`src/hdl/prct_pkg.sv`:
```
package prct_pkg;

  localparam int ADDR_W         = 40;
  localparam int CNT_OUT_W      = 16;
  localparam int NUM_PAGES_DEF  = 32768;
  localparam int PAGE_SHIFT_DEF = 12;
  localparam int COUNT_BITS_DEF = 16;

  localparam logic [ADDR_W-1:0] BASE_RESET = 40'h00_8000_0000;

  localparam int IN_DATA_W  = 48;
  localparam int OUT_DATA_W = 24;

  localparam logic [1:0] OP_READ = 2'd0;
  localparam logic [1:0] OP_INC  = 2'd1;
  localparam logic [1:0] OP_DEC  = 2'd2;
  localparam logic [1:0] OP_REL  = 2'd3;

  localparam logic [1:0] ST_OK    = 2'd0;
  localparam logic [1:0] ST_RANGE = 2'd1;
  localparam logic [1:0] ST_ZERO  = 2'd2;
  localparam logic [1:0] ST_SAT   = 2'd3;

  typedef struct packed {
    logic clear;
    logic accept;
    logic update;
  } cmd_t;

  typedef struct packed {
    logic clear_last;
    logic out_busy;
  } sts_t;

endpackage

```
`src/hdl/prct_ctrl.sv`:
```
module prct_ctrl (
  input  logic          clk,
  input  logic          rst_n,
  input  logic          in_tvalid,
  output logic          in_tready,
  input  prct_pkg::sts_t sts,
  output prct_pkg::cmd_t cmd
);
  import prct_pkg::*;

  typedef enum logic [1:0] {
    S_CLEAR,
    S_IDLE,
    S_UPDATE
  } state_t;

  state_t state_r, state_nxt;

  always_comb begin
    state_nxt = state_r;
    cmd       = '0;
    case (state_r)
      S_CLEAR: begin
        cmd.clear = 1'b1;
        if (sts.clear_last) begin
          state_nxt = S_IDLE;
        end
      end
      S_IDLE: begin
        if (in_tvalid) begin
          cmd.accept = 1'b1;
          state_nxt  = S_UPDATE;
        end
      end
      S_UPDATE: begin
        if (!sts.out_busy) begin
          cmd.update = 1'b1;
          state_nxt  = S_IDLE;
        end
      end
      default: begin
        state_nxt = S_CLEAR;
      end
    endcase
  end

  assign in_tready = (state_r == S_IDLE);

  always_ff @(posedge clk) begin
    if (!rst_n) begin
      state_r <= S_CLEAR;
    end else begin
      state_r <= state_nxt;
    end
  end

endmodule

```
`config.mk`:
```
export PLATFORM = sky130hd
export DESIGN_NAME = prct_ctrl
export DESIGN_NICKNAME = d
export VERILOG_FILES = /design/src/hdl/prct_pkg.sv /design/src/hdl/prct_ctrl.sv
export SDC_FILE = /design/constraint.sdc
export NUM_CORES = 1
export LEC_CHECK = 0
export BUFFER_PORTS_ARGS = -buffer_cell sky130_fd_sc_hd__buf_2
export CAP_MARGIN = 10
export CORE_AREA = 2 2 39 41
export CTS_BUF_LIST = sky130_fd_sc_hd__clkbuf_4 sky130_fd_sc_hd__clkbuf_8 sky130_fd_sc_hd__clkbuf_16
export DETAILED_ROUTE_END_ITERATION = 16
export DIE_AREA = 0 0 41 43
export SLEW_MARGIN = 20
export SYNTH_ARGS = -nofsm -noshare
export SYNTH_HDL_FRONTEND = slang
export SYNTH_SLANG_ARGS = --single-unit
export TNS_END_PERCENT = 10
```
`constraint.sdc`:
```
create_clock -name clk -period 1.22 [get_ports clk]
set_input_delay 0.122 -clock clk [delete_from_list [all_inputs] [get_ports clk]]
set_output_delay 0.122 -clock clk [all_outputs]
set_load 0.01 [all_outputs]
```
==> metrics <==
WP data required=between 1 and 1.5 ns; number of setup buffers added after CTS=0; Pwr Total=around 270 uW; largest register by flop count=state_r; pre-CTS WS=~0.28 ns; die area=1760 um2; worst skew pair latency=roughly 0.22 ns; TritonCTS clock tree=built; grt total ovfl=0; CP max FO=7; largest net degree at the start of global routing=8; FF+latch area=41.3 um2; Pleak=slightly below 0.0001 uW; total CTS buffers=3; synthesized cell area=approximately 120 um2; 1st-pass router iterations=2; antenna violations before repair=0; Yosys top cell area share=between 30 and 40%; number of synthesized register bits=2; IR drop worst, VDD=174 uV; # rows=14; fin nets=30; Final period util=between 90% and 100%; multi-input combinational cell area=about 78 um2; most frequent cell after synthesis=nor2b_1; Hold WC Path Type=in -> reg; Max Cap Violations=0; CP top delay family=flip-flops; CTS root buf=clkbuf_4; Syn Area/Cell=9.80 um2; synth top area cells=dfxtp_1 34%, nor2b_1 16%, nor2b_4 12%; WP depth=3; FMAX=around 910 MHz; Final Hold Violating Endpoints=0; GR Util met1=between 3 and 4%; Initial Util=roughly 8.5%; GR peak layer=met2; Clock transition at path regs=roughly 0.030 ns; top flop regs=state_r (2); worst path bufs/invs=1; Num Clock Sinks=2; Seq/Total Area, Yosys=34.0%; max FFs per register=2; synthesized instance count=12; WP data arrival=0.98 ns; Area Overhead vs Synth=71.3%; critical path's slowest cell=dfxtp_2; ANT nets after route=0; dominant cell type by area after synthesis=dfxtp_1; vias in the first global route=roughly 130; ys flop type=dfxtp_1; asr flop ratio synth=0%; Fill cells=roughly 170; first-pass GRT wire length=between 400 and 500 um; gpl congestion=~0.48; CP max stage delay=about 0.36 ns; Die W=between 40 and 50 um; # diodes=0; met2 Use GR=approximately 6.6%; maximum buffer depth of the clock tree=2; Slew HR=approximately nine tenths; final slew viol count=0; clock skew=0.00259 ns; met3 GRT Util=~4.7%; Fin Setup TNS=0 ns; H-tree Lvls=1; pwr/cell area=approximately 1300 nW/um2; Worst Max-Slew Pin Slew=0.173 ns; # DRC=0; number of synthesized flops with an enable pin=0; WL per Instance=roughly 8.4 um; Die Height=43 um; Hold Path Depth=2; R2R depth=2; Synth top cells by count=3 x nor2b_1, 2 x dfxtp_1; status=completed; unrepaired setup endpoints after global routing=no; CP Capture Type=primary output; Ys Warns=0; IO Count=9; Core ar.=between 1000 and 1500 um2; Vias=around 130; share of layout cells above drive strength 1=about three fifths; Total GRT Usage=5.02%; number of DRC markers in iteration 0=1; vias per inst=between 3 and 4; element type at the critical path start=flip-flop; critical-path cell list=nor2b_4 -> nor2b_1 -> buf_2; setup slack after layout=roughly 0.12 ns; Finish-stage setup viols=0; Post-Syn Nets=17; Tmin final=~1.1 ns; DRT Wirelength=~330 um; CP Class=reg -> out; IO buf count=8; Synth cell types=9
[metrics by stage]
stage          hold WS [ns]  cell area, um2  utilization (%)  std cells
4_1_cts               0.132             200             14.5         39
2_1_floorplan         0.239             118                -         12
3_5_place_dp          0.368             178             12.8         36
6_report              0.135             201             14.6         39
5_1_grt               0.149             201             14.6         39
3_3_place_gp          0.360             178             12.8         36
[where the power goes]
group | switching, uW | total (uW) | internal [uW]
clock network | 37.7 | 146 | 109
logic | 18.5 | 42.0 | 23.6
registers | 6.84 | 78.3 | 71.4
[worst paths after layout]
path                      startpoint                       to  slack, ns
max          state_r[1]$_SDFFE_PN0P_                   cmd[0]       0.12
min                            rst_n  state_r[1]$_SDFFE_PN0P_       0.14
max reg2reg  state_r[0]$_SDFFE_PN0P_  state_r[1]$_SDFFE_PN0P_       0.32
min reg2reg  state_r[0]$_SDFFE_PN0P_  state_r[0]$_SDFFE_PN0P_       0.61
[cell families after synthesis]
kind of cell | after synthesis | share of synthesized area, %
AO/OA/AOI/OAI | 3 | 19.1
AND/OR/NAND/NOR | 7 | 46.8
flip-flops | 2 | 34.0
[repair_timing]
action                                  4_1_cts  5_1_grt
resized for setup                             0        1
hold buffers                                  0        0
endpoints found under the setup margin        0        1
[layout by cell type (no fill, tap or decap)]
cell      count
dfxtp_2       1
dfxtp_1       1
and3b_2       1
buf_2         8
nor2b_4       1
o311a_1       1
nor2_1        1
o21ai_0       1
clkbuf_4      3
and3b_1       1
nor2b_1       3
o21a_1        1
[metal layers]
layer	up-vias	part of all wire, %
met5	-	0
met4	0	0
met3	0	17
met2	7	52
met1	58	31
li1	66	-
[worst reg2reg max path, cell delays in order (launching register included)]
cell and delay (ns):
dfxtp_1 0.39, and3b_2 0.23, o21a_1 0.16
[final cells by class]
| cell class | instances | share of cell area, % |
|---|---|---|
| well taps | 16 | 9.94 |
| repair buffers | 8 | 19.9 |
| multi-input cells | 10 | 38.5 |
| clock buffers | 3 | 11.2 |
| flip-flops and latches | 2 | 20.5 |
(Power assumes the default switching activity.)
